[src/hw/rtl/mmbd_pkg.sv]
// Shared types and constants of the min/max bucket decimator.
// Used by every module of the block; has no dependencies of its own.
package mmbd_pkg;

  localparam int unsigned SAMPLE_W  = 16;
  localparam int unsigned POS_W     = 20;
  localparam int unsigned RATE_W    = 19;
  localparam int unsigned RATIO_W   = 17;
  localparam int unsigned CFG_W     = 20;
  localparam int unsigned CFG_IDX_W = 2;

  localparam logic [POS_W-1:0] POS_MAX = {POS_W{1'b1}};

  // Display intervals. The count is a power of two so that the interval
  // boundaries come from a shift.
  localparam int unsigned BUCKETS   = 64;
  localparam int unsigned BKT_SHIFT = $clog2(BUCKETS);
  localparam int unsigned BKT_W     = 6;
  localparam int unsigned CB_W      = $clog2(BUCKETS + 1);

  // Boundary and accumulator widths.
  localparam int unsigned BND_W = POS_W + 1;
  localparam int unsigned ACC_W = POS_W + CB_W;

  // Offset arithmetic: offset_ms_x16 * rate / 16000, done as a shift by 7
  // followed by a reciprocal multiplication for the divide by 125. The
  // constant is ceil(2^35 / 125); it overshoots by 7 / 2^35 per unit, which
  // keeps the floor exact for every 32-bit quotient.
  localparam int unsigned PROD_W    = POS_W + RATE_W;
  localparam int unsigned DIV_PRE   = 7;
  localparam int unsigned QUO_W     = PROD_W - DIV_PRE;
  localparam int unsigned DIV_M_W   = 29;
  localparam logic [DIV_M_W-1:0] DIV_MAGIC = 29'h10624DD3;
  localparam int unsigned DIV_POST  = 35;
  localparam int unsigned RECIP_W   = QUO_W + DIV_M_W;
  localparam int unsigned LENP_W    = POS_W + RATIO_W;
  localparam int unsigned Q16       = 16;

  // Sample queue between the front and the back.
  localparam int unsigned FIFO_DEPTH = 4;
  localparam int unsigned FIFO_AW    = $clog2(FIFO_DEPTH);

  typedef enum logic [CFG_IDX_W-1:0] {
    REG_SAMPLE_COUNT = 2'd0,
    REG_SOURCE_RATE  = 2'd1,
    REG_OFFSET_MS    = 2'd2,
    REG_PLAY_RATIO   = 2'd3
  } cfg_reg_e;

  typedef enum logic [5:0] {
    ST_RUN   = 6'b000001,
    ST_MUL   = 6'b000010,
    ST_DIV   = 6'b000100,
    ST_OFF   = 6'b001000,
    ST_LEN   = 6'b010000,
    ST_CLAMP = 6'b100000
  } front_state_e;

  typedef struct packed {
    logic [POS_W-1:0]   sample_count;
    logic [RATE_W-1:0]  source_rate;
    logic [POS_W-1:0]   offset_ms_x16;
    logic [RATIO_W-1:0] play_ratio_q16;
  } cfg_t;

  typedef struct packed {
    logic signed [SAMPLE_W-1:0] sample;
    logic [POS_W-1:0]           pos;
  } entry_t;

  typedef struct packed {
    logic             load;
    logic [POS_W-1:0] off;
    logic [POS_W-1:0] len;
  } span_t;

endpackage

[src/hw/rtl/min_max_bucket_decimator.sv]
// Min/max peak decimator: top level with the configuration registers.
// Depends on mmbd_pkg, mmbd_front, mmbd_fifo and mmbd_back.
//
// The block reduces one audio clip, streamed sample by sample in clip order,
// to 64 display intervals and reports the smallest and largest sample of each
// one as soon as its last sample has arrived. The first sample request of a
// clip latches the start offset and the play length from the configuration
// registers; after it is taken the input is stalled while a multiplier and a
// reciprocal multiplication for the divide by 125 work out the offset and a
// second multiplier the play length. After that the back end holds each
// sample at the head of the queue while it closes intervals, one result for
// each, and takes it off once it closes no further interval; the four-entry
// queue between the front and the back lets the input
// keep streaming while the back end works through such a burst, and the output
// register lets a new sample be taken while a result waits. A clip with zero
// samples or a zero rate gives no results. Samples beyond the last interval
// are accepted and ignored. Only reset starts a new clip, and the registers
// should be written before its first sample.
module min_max_bucket_decimator import mmbd_pkg::*; (
  input  logic                       clk_i,
  input  logic                       rst_ni,
  input  logic                       cfg_we_i,
  input  logic [CFG_IDX_W-1:0]       cfg_index_i,
  input  logic [CFG_W-1:0]           cfg_wdata_i,
  input  logic                       in_valid_i,
  output logic                       in_stall_o,
  input  logic signed [SAMPLE_W-1:0] sample_value_i,
  output logic                       out_valid_o,
  input  logic                       out_stall_i,
  output logic [BKT_W-1:0]           bucket_number_o,
  output logic signed [SAMPLE_W-1:0] min_value_o,
  output logic signed [SAMPLE_W-1:0] max_value_o,
  output logic                       last_bucket_o
);

  cfg_t   cfg_q;
  logic   fifo_full;
  logic   fifo_push;
  entry_t fifo_push_data;
  logic   fifo_pop;
  logic   fifo_valid;
  entry_t fifo_head;
  span_t  span;

  // Configuration registers, written by index with no read-back.
  always_ff @(posedge clk_i or negedge rst_ni) begin
    if (!rst_ni) begin
      cfg_q.sample_count   <= '0;
      cfg_q.source_rate    <= RATE_W'(48000);
      cfg_q.offset_ms_x16  <= '0;
      cfg_q.play_ratio_q16 <= RATIO_W'(65536);
    end else if (cfg_we_i) begin
      unique case (cfg_reg_e'(cfg_index_i))
        REG_SAMPLE_COUNT: cfg_q.sample_count   <= cfg_wdata_i[POS_W-1:0];
        REG_SOURCE_RATE:  cfg_q.source_rate    <= cfg_wdata_i[RATE_W-1:0];
        REG_OFFSET_MS:    cfg_q.offset_ms_x16  <= cfg_wdata_i[POS_W-1:0];
        REG_PLAY_RATIO:   cfg_q.play_ratio_q16 <= cfg_wdata_i[RATIO_W-1:0];
        default: begin
        end
      endcase
    end
  end

  // The front counts positions and works out the span on the first sample.
  mmbd_front u_front (
    .clk_i          (clk_i),
    .rst_ni         (rst_ni),
    .cfg_i          (cfg_q),
    .in_valid_i     (in_valid_i),
    .in_stall_o     (in_stall_o),
    .sample_value_i (sample_value_i),
    .fifo_full_i    (fifo_full),
    .push_o         (fifo_push),
    .push_data_o    (fifo_push_data),
    .span_o         (span)
  );

  // Queued samples carry their clip position so the back needs no counter.
  mmbd_fifo u_fifo (
    .clk_i       (clk_i),
    .rst_ni      (rst_ni),
    .push_i      (fifo_push),
    .push_data_i (fifo_push_data),
    .pop_i       (fifo_pop),
    .full_o      (fifo_full),
    .valid_o     (fifo_valid),
    .head_o      (fifo_head)
  );

  // The back walks interval boundaries with an accumulator, so no multiply
  // sits in its per-cycle path.
  mmbd_back u_back (
    .clk_i           (clk_i),
    .rst_ni          (rst_ni),
    .span_i          (span),
    .head_valid_i    (fifo_valid),
    .head_i          (fifo_head),
    .pop_o           (fifo_pop),
    .out_valid_o     (out_valid_o),
    .out_stall_i     (out_stall_i),
    .bucket_number_o (bucket_number_o),
    .min_value_o     (min_value_o),
    .max_value_o     (max_value_o),
    .last_bucket_o   (last_bucket_o)
  );

endmodule

[src/hw/rtl/mmbd_fifo.sv]
// Small request queue between the front and the back of the decimator.
// Depends on mmbd_pkg for the entry type and depth.
module mmbd_fifo import mmbd_pkg::*; (
  input  logic   clk_i,
  input  logic   rst_ni,
  input  logic   push_i,
  input  entry_t push_data_i,
  input  logic   pop_i,
  output logic   full_o,
  output logic   valid_o,
  output entry_t head_o
);

  entry_t             mem_q [FIFO_DEPTH];
  logic [FIFO_AW-1:0] wr_ptr_q, wr_ptr_d;
  logic [FIFO_AW-1:0] rd_ptr_q, rd_ptr_d;
  logic [FIFO_AW:0]   cnt_q, cnt_d;
  logic               do_push, do_pop;

  assign full_o  = (cnt_q == (FIFO_AW+1)'(FIFO_DEPTH));
  assign valid_o = (cnt_q != '0);
  assign head_o  = mem_q[rd_ptr_q];
  assign do_push = push_i && !full_o;
  assign do_pop  = pop_i && valid_o;

  always_comb begin
    wr_ptr_d = do_push ? wr_ptr_q + 1'b1 : wr_ptr_q;
    rd_ptr_d = do_pop ? rd_ptr_q + 1'b1 : rd_ptr_q;
    cnt_d    = cnt_q;
    if (do_push && !do_pop) begin
      cnt_d = cnt_q + 1'b1;
    end else if (do_pop && !do_push) begin
      cnt_d = cnt_q - 1'b1;
    end
  end

  always_ff @(posedge clk_i or negedge rst_ni) begin
    if (!rst_ni) begin
      wr_ptr_q <= '0;
      rd_ptr_q <= '0;
      cnt_q    <= '0;
    end else begin
      wr_ptr_q <= wr_ptr_d;
      rd_ptr_q <= rd_ptr_d;
      cnt_q    <= cnt_d;
    end
  end

  always_ff @(posedge clk_i) begin
    if (do_push) begin
      mem_q[wr_ptr_q] <= push_data_i;
    end
  end

endmodule

[src/hw/rtl/mmbd_front.sv]
// Front of the decimator: takes sample requests, counts clip positions and
// works out the start offset and play length on the first sample.
// Depends on mmbd_pkg.
module mmbd_front import mmbd_pkg::*; (
  input  logic                       clk_i,
  input  logic                       rst_ni,
  input  cfg_t                       cfg_i,
  input  logic                       in_valid_i,
  output logic                       in_stall_o,
  input  logic signed [SAMPLE_W-1:0] sample_value_i,
  input  logic                       fifo_full_i,
  output logic                       push_o,
  output entry_t                     push_data_o,
  output span_t                      span_o
);

  front_state_e               state_q, state_d;
  logic [POS_W-1:0]           pos_q;
  logic signed [SAMPLE_W-1:0] hold_q;
  logic                       zero_q;
  logic [QUO_W-1:0]           quo_q;
  logic [POS_W-1:0]           off_q;
  logic [POS_W-1:0]           rest_q;
  logic [LENP_W-1:0]          lenp_q;

  logic                       accept;
  logic [PROD_W-1:0]          prod;
  logic [RECIP_W-1:0]         recip;
  logic [POS_W-1:0]           count_m1;
  logic [POS_W-1:0]           off_c;
  logic [BND_W-1:0]           len_raw;
  logic [POS_W-1:0]           len_c;

  assign in_stall_o = (state_q != ST_RUN) || fifo_full_i;
  assign accept     = in_valid_i && !in_stall_o;

  assign prod     = PROD_W'(cfg_i.offset_ms_x16) * PROD_W'(cfg_i.source_rate);
  assign recip    = RECIP_W'(quo_q) * RECIP_W'(DIV_MAGIC);
  assign count_m1 = cfg_i.sample_count - 1'b1;

  always_comb begin
    if (zero_q) begin
      off_c = '0;
    end else if (quo_q > QUO_W'(count_m1)) begin
      off_c = count_m1;
    end else begin
      off_c = quo_q[POS_W-1:0];
    end
  end

  assign len_raw = lenp_q[LENP_W-1:Q16];

  always_comb begin
    if (zero_q) begin
      len_c = '0;
    end else if (len_raw == '0) begin
      len_c = POS_W'(1);
    end else if (len_raw > BND_W'(rest_q)) begin
      len_c = rest_q;
    end else begin
      len_c = len_raw[POS_W-1:0];
    end
  end

  always_comb begin
    state_d = state_q;
    unique case (state_q)
      ST_RUN: begin
        if (accept && pos_q == '0) begin
          state_d = ST_MUL;
        end
      end
      ST_MUL:   state_d = ST_DIV;
      ST_DIV:   state_d = ST_OFF;
      ST_OFF:   state_d = ST_LEN;
      ST_LEN:   state_d = ST_CLAMP;
      ST_CLAMP: state_d = ST_RUN;
      default:  state_d = ST_RUN;
    endcase
  end

  // The first sample is held back until the span is known; later samples go
  // straight into the queue. Samples past the saturated position are dropped.
  assign push_o = (state_q == ST_CLAMP) ||
                  (accept && pos_q != '0 && pos_q != POS_MAX);

  always_comb begin
    if (state_q == ST_CLAMP) begin
      push_data_o.sample = hold_q;
      push_data_o.pos    = '0;
    end else begin
      push_data_o.sample = sample_value_i;
      push_data_o.pos    = pos_q;
    end
  end

  assign span_o.load = (state_q == ST_CLAMP);
  assign span_o.off  = off_q;
  assign span_o.len  = len_c;

  always_ff @(posedge clk_i or negedge rst_ni) begin
    if (!rst_ni) begin
      state_q <= ST_RUN;
      pos_q   <= '0;
    end else begin
      state_q <= state_d;
      if (accept && pos_q != POS_MAX) begin
        pos_q <= pos_q + 1'b1;
      end
    end
  end

  always_ff @(posedge clk_i) begin
    if (accept && pos_q == '0) begin
      hold_q <= sample_value_i;
    end
    if (state_q == ST_MUL) begin
      zero_q <= (cfg_i.sample_count == '0) || (cfg_i.source_rate == '0);
      quo_q  <= prod[PROD_W-1:DIV_PRE];
    end
    if (state_q == ST_DIV) begin
      quo_q <= QUO_W'(recip[RECIP_W-1:DIV_POST]);
    end
    if (state_q == ST_OFF) begin
      off_q  <= off_c;
      rest_q <= cfg_i.sample_count - off_c;
    end
    if (state_q == ST_LEN) begin
      lenp_q <= LENP_W'(rest_q) * LENP_W'(cfg_i.play_ratio_q16);
    end
  end

endmodule

[src/hw/rtl/mmbd_back.sv]
// Back of the decimator: walks the interval boundaries for each queued sample,
// keeps the running extremes and emits one interval result per cycle unless the output stalls.
// Depends on mmbd_pkg.
module mmbd_back import mmbd_pkg::*; (
  input  logic                       clk_i,
  input  logic                       rst_ni,
  input  span_t                      span_i,
  input  logic                       head_valid_i,
  input  entry_t                     head_i,
  output logic                       pop_o,
  output logic                       out_valid_o,
  input  logic                       out_stall_i,
  output logic [BKT_W-1:0]           bucket_number_o,
  output logic signed [SAMPLE_W-1:0] min_value_o,
  output logic signed [SAMPLE_W-1:0] max_value_o,
  output logic                       last_bucket_o
);

  logic [POS_W-1:0]           off_q;
  logic [POS_W-1:0]           len_q;
  logic [CB_W-1:0]            cb_q;
  logic [BND_W-1:0]           from_q;
  logic [BND_W-1:0]           to_q;
  logic [ACC_W-1:0]           acc_q;
  logic signed [SAMPLE_W-1:0] min_q, max_q;
  logic                       out_valid_q;
  logic [BKT_W-1:0]           out_bkt_q;
  logic signed [SAMPLE_W-1:0] out_min_q, out_max_q;
  logic                       out_last_q;

  logic                       done;
  logic [BND_W-1:0]           p_ext;
  logic [BND_W-1:0]           to_eff;
  logic                       pre_start;
  logic                       at_from;
  logic                       ends;
  logic                       out_free;
  logic                       emit;
  logic                       update;
  logic signed [SAMPLE_W-1:0] min_n, max_n;

  // A degenerate interval (raw end equal to its start) still covers one sample.
  assign done      = (cb_q == CB_W'(BUCKETS)) || (len_q == '0);
  assign p_ext     = BND_W'(head_i.pos);
  assign to_eff    = (to_q == from_q) ? from_q + 1'b1 : to_q;
  assign pre_start = p_ext < from_q;
  assign at_from   = p_ext == from_q;
  assign ends      = (p_ext + 1'b1) == to_eff;
  assign out_free  = !out_valid_q || !out_stall_i;

  always_comb begin
    if (at_from) begin
      min_n = head_i.sample;
      max_n = head_i.sample;
    end else begin
      min_n = (head_i.sample < min_q) ? head_i.sample : min_q;
      max_n = (head_i.sample > max_q) ? head_i.sample : max_q;
    end
  end

  // The sample leaves the queue once it closes no further interval; each
  // closed interval is emitted while the sample is held at the head.
  assign pop_o  = head_valid_i && (done || pre_start || !ends);
  assign emit   = head_valid_i && !done && !pre_start && ends && out_free;
  assign update = head_valid_i && !done && !pre_start && (!ends || out_free);

  always_ff @(posedge clk_i or negedge rst_ni) begin
    if (!rst_ni) begin
      cb_q        <= '0;
      len_q       <= '0;
      out_valid_q <= 1'b0;
    end else begin
      if (span_i.load) begin
        cb_q  <= '0;
        len_q <= span_i.len;
      end else if (emit) begin
        cb_q <= cb_q + 1'b1;
      end
      if (emit) begin
        out_valid_q <= 1'b1;
      end else if (!out_stall_i) begin
        out_valid_q <= 1'b0;
      end
    end
  end

  always_ff @(posedge clk_i or negedge rst_ni) begin
    if (!rst_ni) begin
      min_q <= '0;
      max_q <= '0;
    end else if (update) begin
      min_q <= min_n;
      max_q <= max_n;
    end
  end

  always_ff @(posedge clk_i) begin
    if (span_i.load) begin
      off_q  <= span_i.off;
      from_q <= BND_W'(span_i.off);
      to_q   <= BND_W'(span_i.off) + BND_W'(span_i.len >> BKT_SHIFT);
      acc_q  <= ACC_W'(span_i.len) << 1;
    end else if (emit) begin
      from_q <= to_q;
      to_q   <= BND_W'(off_q) + BND_W'(acc_q >> BKT_SHIFT);
      acc_q  <= acc_q + ACC_W'(len_q);
    end
    if (emit) begin
      out_bkt_q  <= cb_q[BKT_W-1:0];
      out_min_q  <= min_n;
      out_max_q  <= max_n;
      out_last_q <= (cb_q == CB_W'(BUCKETS - 1));
    end
  end

  assign out_valid_o     = out_valid_q;
  assign bucket_number_o = out_bkt_q;
  assign min_value_o     = out_min_q;
  assign max_value_o     = out_max_q;
  assign last_bucket_o   = out_last_q;

endmodule

[config.mk]
export PLATFORM = sky130hd
export DESIGN_NAME = min_max_bucket_decimator
export DESIGN_NICKNAME = d
export VERILOG_FILES = /design/src/hw/rtl/mmbd_pkg.sv /design/src/hw/rtl/min_max_bucket_decimator.sv /design/src/hw/rtl/mmbd_fifo.sv /design/src/hw/rtl/mmbd_front.sv /design/src/hw/rtl/mmbd_back.sv
export SDC_FILE = /design/constraint.sdc
export NUM_CORES = 2
export LEC_CHECK = 0
export BUFFER_PORTS_ARGS = -buffer_cell sky130_fd_sc_hd__clkbuf_2
export CAP_MARGIN = 20
export CORE_AREA = 4 4 367 369
export CTS_CLUSTER_DIAMETER = 60
export DETAILED_ROUTE_END_ITERATION = 8
export DIE_AREA = 0 0 371 373
export PLACE_DENSITY = 0.67
export RECOVER_POWER = 25
export SETUP_SLACK_MARGIN = 0.5
export SLEW_MARGIN = 10
export SYNTH_ARGS = -nofsm -noshare
export SYNTH_HDL_FRONTEND = slang
export SYNTH_SLANG_ARGS = --single-unit
export TNS_END_PERCENT = 30
[constraint.sdc]
create_clock -name clk_i -period 9.3 [get_ports clk_i]
set_clock_uncertainty 0.2 [all_clocks]
set_input_delay 2.79 -clock clk_i [delete_from_list [all_inputs] [get_ports clk_i]]
set_output_delay 2.79 -clock clk_i [all_outputs]
set_load 0.03 [all_outputs]
Word level (Yosys, flattened, before mapping)
Memories as Yosys holds them, arrays and structs flattened.
Index checks and enable logic that the tools add are counted.
{"block": "word_totals", "in_bits": 43, "mem_count": 1, "regBits": 423, "output_inout_bits": 41, "mem_bits_rw": 144, "word_cells": 148}
{"name": "u_fifo.mem_q", "words": 4, "word_bits": 36, "read_ports": 1, "rd_clocked_by_memory_dff": 0, "wr": 1, "line_no": "mmbd_fifo.sv:14", "text": "entry_t mem_q [FIFO_DEPTH];"}
{"block": "classes", "n_lt_le_gt_ge": 5, "n_reduce_logical": 47, "n_mul": 3, "n_eq_ne": 19, "mux": 29, "add_sub_neg": 13}
{"cell": "$mux W20", "count": 7}
{"cell": "$mux W21", "count": 5}
{"cell": "$mux W16", "count": 4}
{"cell": "$mul A32 B29 Y61 const B", "count": 1}
{"cell": "$logic_not A20 Y1", "count": 3}
{"cell": "$mux W26", "count": 2}
{"cell": "$eq A21 B21 Y1", "count": 2}
{"cell": "$mul A20 B19 Y39", "count": 1}
{"cell": "$mul A20 B17 Y37", "count": 1}
{"cell": "$mux W36", "count": 1}
{"cell": "$gt A32 B20 Y1", "count": 1}
{"cell": "$pmux W6 S5", "count": 1}
{"cell": "$add A27 B20 Y27", "count": 1}
{"cell": "$add A20 B1 Y21 const B", "count": 1}
{"cell": "$add A20 B14 Y21", "count": 1}
{"cell": "$add A20 B21 Y21", "count": 1}
{"cell": "$add A21 B1 Y21 const B", "count": 1}
{"cell": "$eq A20 B21 Y1", "count": 1}
{"cell": "$gt A21 B20 Y1", "count": 1}
{"cell": "$logic_not A21 Y1", "count": 1}
{"cell": "$lt A20 B21 Y1", "count": 1}
{"cell": "$add A20 B1 Y20 const B", "count": 1}
{"cell": "$ne A20 B20 Y1 const B", "count": 1}
{"cell": "$reduce_bool A20 Y1", "count": 1}
{"cell": "other kinds (33)", "count": 75}

Longest topological paths before layout
{"block": "depth", "ltp_word": 12, "depth_mapped": 35, "depth_no_buf": 34}

Modules after synthesis
Synthesis repeated with hierarchy kept, for this count alone.
{"block": "unflattened", "hier_cells": 6544, "hier_area_um2": 66447.5}
{"mod": "mmbd_front", "area_each_um2": 45031.9, "cells_each": 4883, "instances": 1, "seq_area_each_um2": 3895.0}
{"mod": "mmbd_back", "area_each_um2": 12932.4, "cells_each": 1275, "instances": 1, "seq_area_each_um2": 5265.0}
{"mod": "mmbd_fifo", "area_each_um2": 5631.7, "cells_each": 223, "instances": 1, "seq_area_each_um2": 4499.3}
{"mod": "min_max_bucket_decimator", "area_each_um2": 2851.5, "cells_each": 163, "instances": 1, "seq_area_each_um2": 1911.8}

Least setup slack after synthesis
OpenSTA, ideal clock, no wires.
{"block": "synth_path", "path_type": "register -> register", "from": "register u_front.quo_q[14]", "to": "register u_front.quo_q[15], data pin", "t_required_ns": 8.842, "path_slack_ns": 1.435, "n_path_buf": 0, "path_stages_with_launch": 26, "arrival_time_ns": 7.407, "synth_period_minus_slack_ns": 7.865, "setup_ns": 0.258, "path_cell_list": "edfxtp_1 > ha_1 > fa_1 > fa_1 > inv_1 > fa_1 > inv_1 > fa_1 > fa_1 > fa_1 > inv_1 > fa_1 > inv_1 > ha_1 > a211oi_1 > o211ai_1 > or3_1 > a21oi_1 > nor4_1 > o311ai_1 > nand2b_1 > a221o_1 > a21o_1 > a21oi_1 > mux2i_1 > nand2_1"}
{"block": "synth_via", "elab_chain_len": 2}
{"item": "from (decl)", "line_no": "mmbd_front.sv:21", "text": "logic [QUO_W-1:0] quo_q;"}
{"item": "from (signal assigned)", "line_no": "mmbd_front.sv:119", "text": "quo_q <= prod[PROD_W-1:DIV_PRE];"}
{"item": "from (signal assigned)", "line_no": "mmbd_front.sv:122", "text": "quo_q <= QUO_W'(recip[RECIP_W-1:DIV_POST]);"}
{"item": "$mul A32 B29 Y61", "line_no": "mmbd_front.sv:38", "text": "assign recip = RECIP_W'(quo_q) * RECIP_W'(DIV_MAGIC);"}
{"item": "$mux W26", "line_no": "mmbd_front.sv:121", "text": "if (state_q == ST_DIV) begin"}
No other way between the ends.
A chain may end at the register's enable or synchronous reset.

Worst setup path after layout
Ends and elaborated chain as after synthesis.

==> impl_metrics.toml <==
[setup_path]
cp-start-kind = "flop"
cp.required_ns = 9.48
cp-startpoint = "u_front.quo_q[14]$_DFFE_PN_"
r2r_slack_ns = 0.88
cp_max_fo = 6
critPathKind = "flop to flop"
worstReg2RegStart = "u_front.quo_q[14]$_DFFE_PN_"
arrival_ns = 8.60
crit_path_end_kind = "flop"

[clock_tree]
insertion_delay_ns = 0.65
cts_made_buffers = 71
cts_num_sinks = 551
tritoncts = "built"
path_clk_slew_ns = 0.06
cts.root.buffer_cell = "clkbuf_16"
h-tree-depth = 3
cts_buffer_depth = 3

[detailed_routing]
avgViaCountPerCell = 5.46
drt_iter0_drc = 2931
wirelength_um = 162000
vias = 45200
route.met2.wl_um = 77500
met3WireLength_um = 9220
antenna_left = 0
firstDrtPassIters = 5
route.top_layer_used = "met4"
drc_errors = 0
wl_met1_um = 69600
wl_per_cell_um = 19.6

[run]
drv_cap = 5

[timing]
hold_slack_ns = 0.255
setup_viol = 0
drv_slew = 224
timing.fmax_ghz = 0.119
period_share = 0.906
grt_setup_unrepaired = "true"
final_hold_viol_count = 0
timing.slew.headroom = -1.58
tns_ns = 0
setup_slack_ns = 0.877
min_period_ns = 8.42
worstMarginPinSlew_ns = 3.87

[synth]
synth-edff-count = 368
synth-seq-area-share = 0.238
synthTopCellsByArea = "fa_1 (27%), edfxtp_1 (17%), ha_1 (15%)"
ys.flop_type = "edfxtp_1"
avgSynthCellArea_um2 = 10.1
synthArstFlopShare = 0.307
syn_inst = 6440
synth_cell_type_count = 98
syn_nets = 8159
yosysTopAreaCellShare = 0.268
syn-cell-area_um2 = 65400
synth.largest_area_cell = "fa_1"
yosysWarnings = 0
ys_ff_latch = 551

[floorplanning]
core_area_um2 = 131000
row_count = 133
num_io_pins = 84
die_area_um2 = 138000
die_h_um = 373
die_w_um = 371
start_util = 0.498

[global_routing]
antenna_found_initial = 2
grt_pass1_vias = 48300
grt_pass1_wl_um = 265000
grt_start_max_net_pins = 110
grt-ovfl-total = 0
gr-usage-all-layers = 0.242

[layout]
final_cell_mix = "inv_1 (1294), fa_1 (874), ha_1 (802), nand2_1 (776), edfxtp_1 (368)"
area_growth_pct = 7.60
layout-drive-gt1-share = 0.0821
mostFrequentLayoutCell = "inv_1"
nets = 8188

[outcome]
violations = "max-capacitance violations, max-slew violations"
outcome = "complete, but fails checks"

[placed_design]
dp_slack_ns = 0.636
portBuffers = 83
place.gp.congestion = 0.935
dpl.hpwl_um = 126000

[hold_path]
worstHoldStart = "u_back.acc_q[0]$_SDFFE_PP0P_"
hp-class = "flop to flop"
layer usage:
layer,global-route usage,vias to the layer above
li1,-,20800
met1,0.329,22900
met2,0.403,1254
met3,0.0307,324
met4,0.0796,0
met5,0,-
final timing paths:
| path | cells after the start | to |
|---|---|---|
| worst min register to register | 2 | u_back.acc_q[0]$_SDFFE_PP0P_ |
| min in group asynchronous | 1 | u_back.len_q[3]$_DFFE_PN0P_ |
| worst max-delay path | 26 | u_front.quo_q[15]$_DFFE_PN_ |
| worst max register to register | 26 | u_front.quo_q[15]$_DFFE_PN_ |
| max in group asynchronous | 2 | u_fifo.rd_ptr_q[0]$_DFFE_PN0P_ |
| worst min-delay path | 2 | u_back.acc_q[0]$_SDFFE_PP0P_ |
timing repair:
item                                    4_1_cts  5_1_grt
hold buffers                                  0        0
endpoints found under the hold margin         0        0
endpoints found under the setup margin        0        5
buffers inserted                              0        7
resized for setup                             0        5
sequential cells by signal (all words and copies together), names as in the netlist, 20 cells and up:
| signal | flops |
|---|---|
| cfg_q | 76 |
| u_back.len_q | 20 |
| u_front.rest_q | 20 |
| u_front.off_q | 20 |
| u_front.pos_q | 20 |
| u_fifo.mem_q | 144 |
| u_back.from_q | 21 |
| u_back.off_q | 20 |
| u_back.acc_q | 27 |
| u_front.lenp_q | 21 |
| u_front.quo_q | 32 |
| u_back.to_q | 21 |
per-stage QoR:
| step | cell area, um^2 | instances | util |
|---|---|---|---|
| final | 70300 | 8283 | 0.536 |
| after detailed placement | 67800 | 8141 | 0.517 |
| after CTS | 70300 | 8272 | 0.536 |
| after global placement | 67800 | 8141 | 0.517 |
| after global routing | 70300 | 8282 | 0.536 |
| after floorplan | 65400 | 6440 | - |
Yosys cell counts (14+ instances only):
cell type  instances
a211oi_1          18
a21o_1            75
a21oi_1          188
a221o_1           15
a221oi_1          17
and2_1           254
and3_1            24
clkbuf_1         204
dfrtp_1          160
dfxtp_1           14
edfxtp_1         368
fa_1             874
ha_1             802
inv_1           1295
mux2_2           116
mux2i_1           20
mux4_2            35
nand2_1          777
nand2b_1          32
nand3_1           67
nand4_1           56
nor2_1           197
nor2b_1           27
nor3_1            72
nor3b_1           14
nor4_1            27
o21a_1            31
o21ai_0          117
o22ai_1           21
o31ai_1           17
or2_2             34
or3_1             26
xnor2_1          135
xor2_1            95
critical path, stage by stage, from the launching register on:
cell and delay, ns:
edfxtp_1 0.51, ha_1 0.39, fa_1 0.46, fa_1 0.54, inv_1 0.05, fa_1 0.50
inv_1 0.05, fa_1 0.51, fa_1 0.44, fa_1 0.56, inv_1 0.06, fa_1 0.50
inv_1 0.04, ha_1 0.30, a211oi_1 0.28, o211ai_1 0.19, or3_1 0.42, a21oi_2 0.28
nor4_1 0.14, o311ai_1 0.26, buf_4 0.20, nand2b_1 0.12, a221o_1 0.40, a21o_1 0.21
a21oi_1 0.26, mux2i_1 0.21, nand2_1 0.08
area by class of cell:
| class | count | area [um^2] |
|---|---|---|
| Antenna cell | 1 | 2.50 |
| Clock buffer | 90 | 1900 |
| Clock inverter | 41 | 568 |
| Fill cell | 11700 | 60800 |
| Inverter | 1298 | 4870 |
| Multi-Input combinational cell | 4362 | 44000 |
| Sequential cell | 551 | 15600 |
| Tap cell | 1755 | 2200 |
| Timing Repair Buffer | 185 | 1190 |
kinds of logic after synthesis:
family / synth area share
muxes: 0.0372
and+or+nand+nor: 0.126
xor gates and xnor gates: 0.0311
buffers and inverters: 0.0888
DFF: 0.238
adders and majority gates: 0.421
AOI/OAI and AO/OA: 0.0578
Power is not shown: default switching activity piles up to over one toggle a cycle in this logic, so the estimate is an artifact.
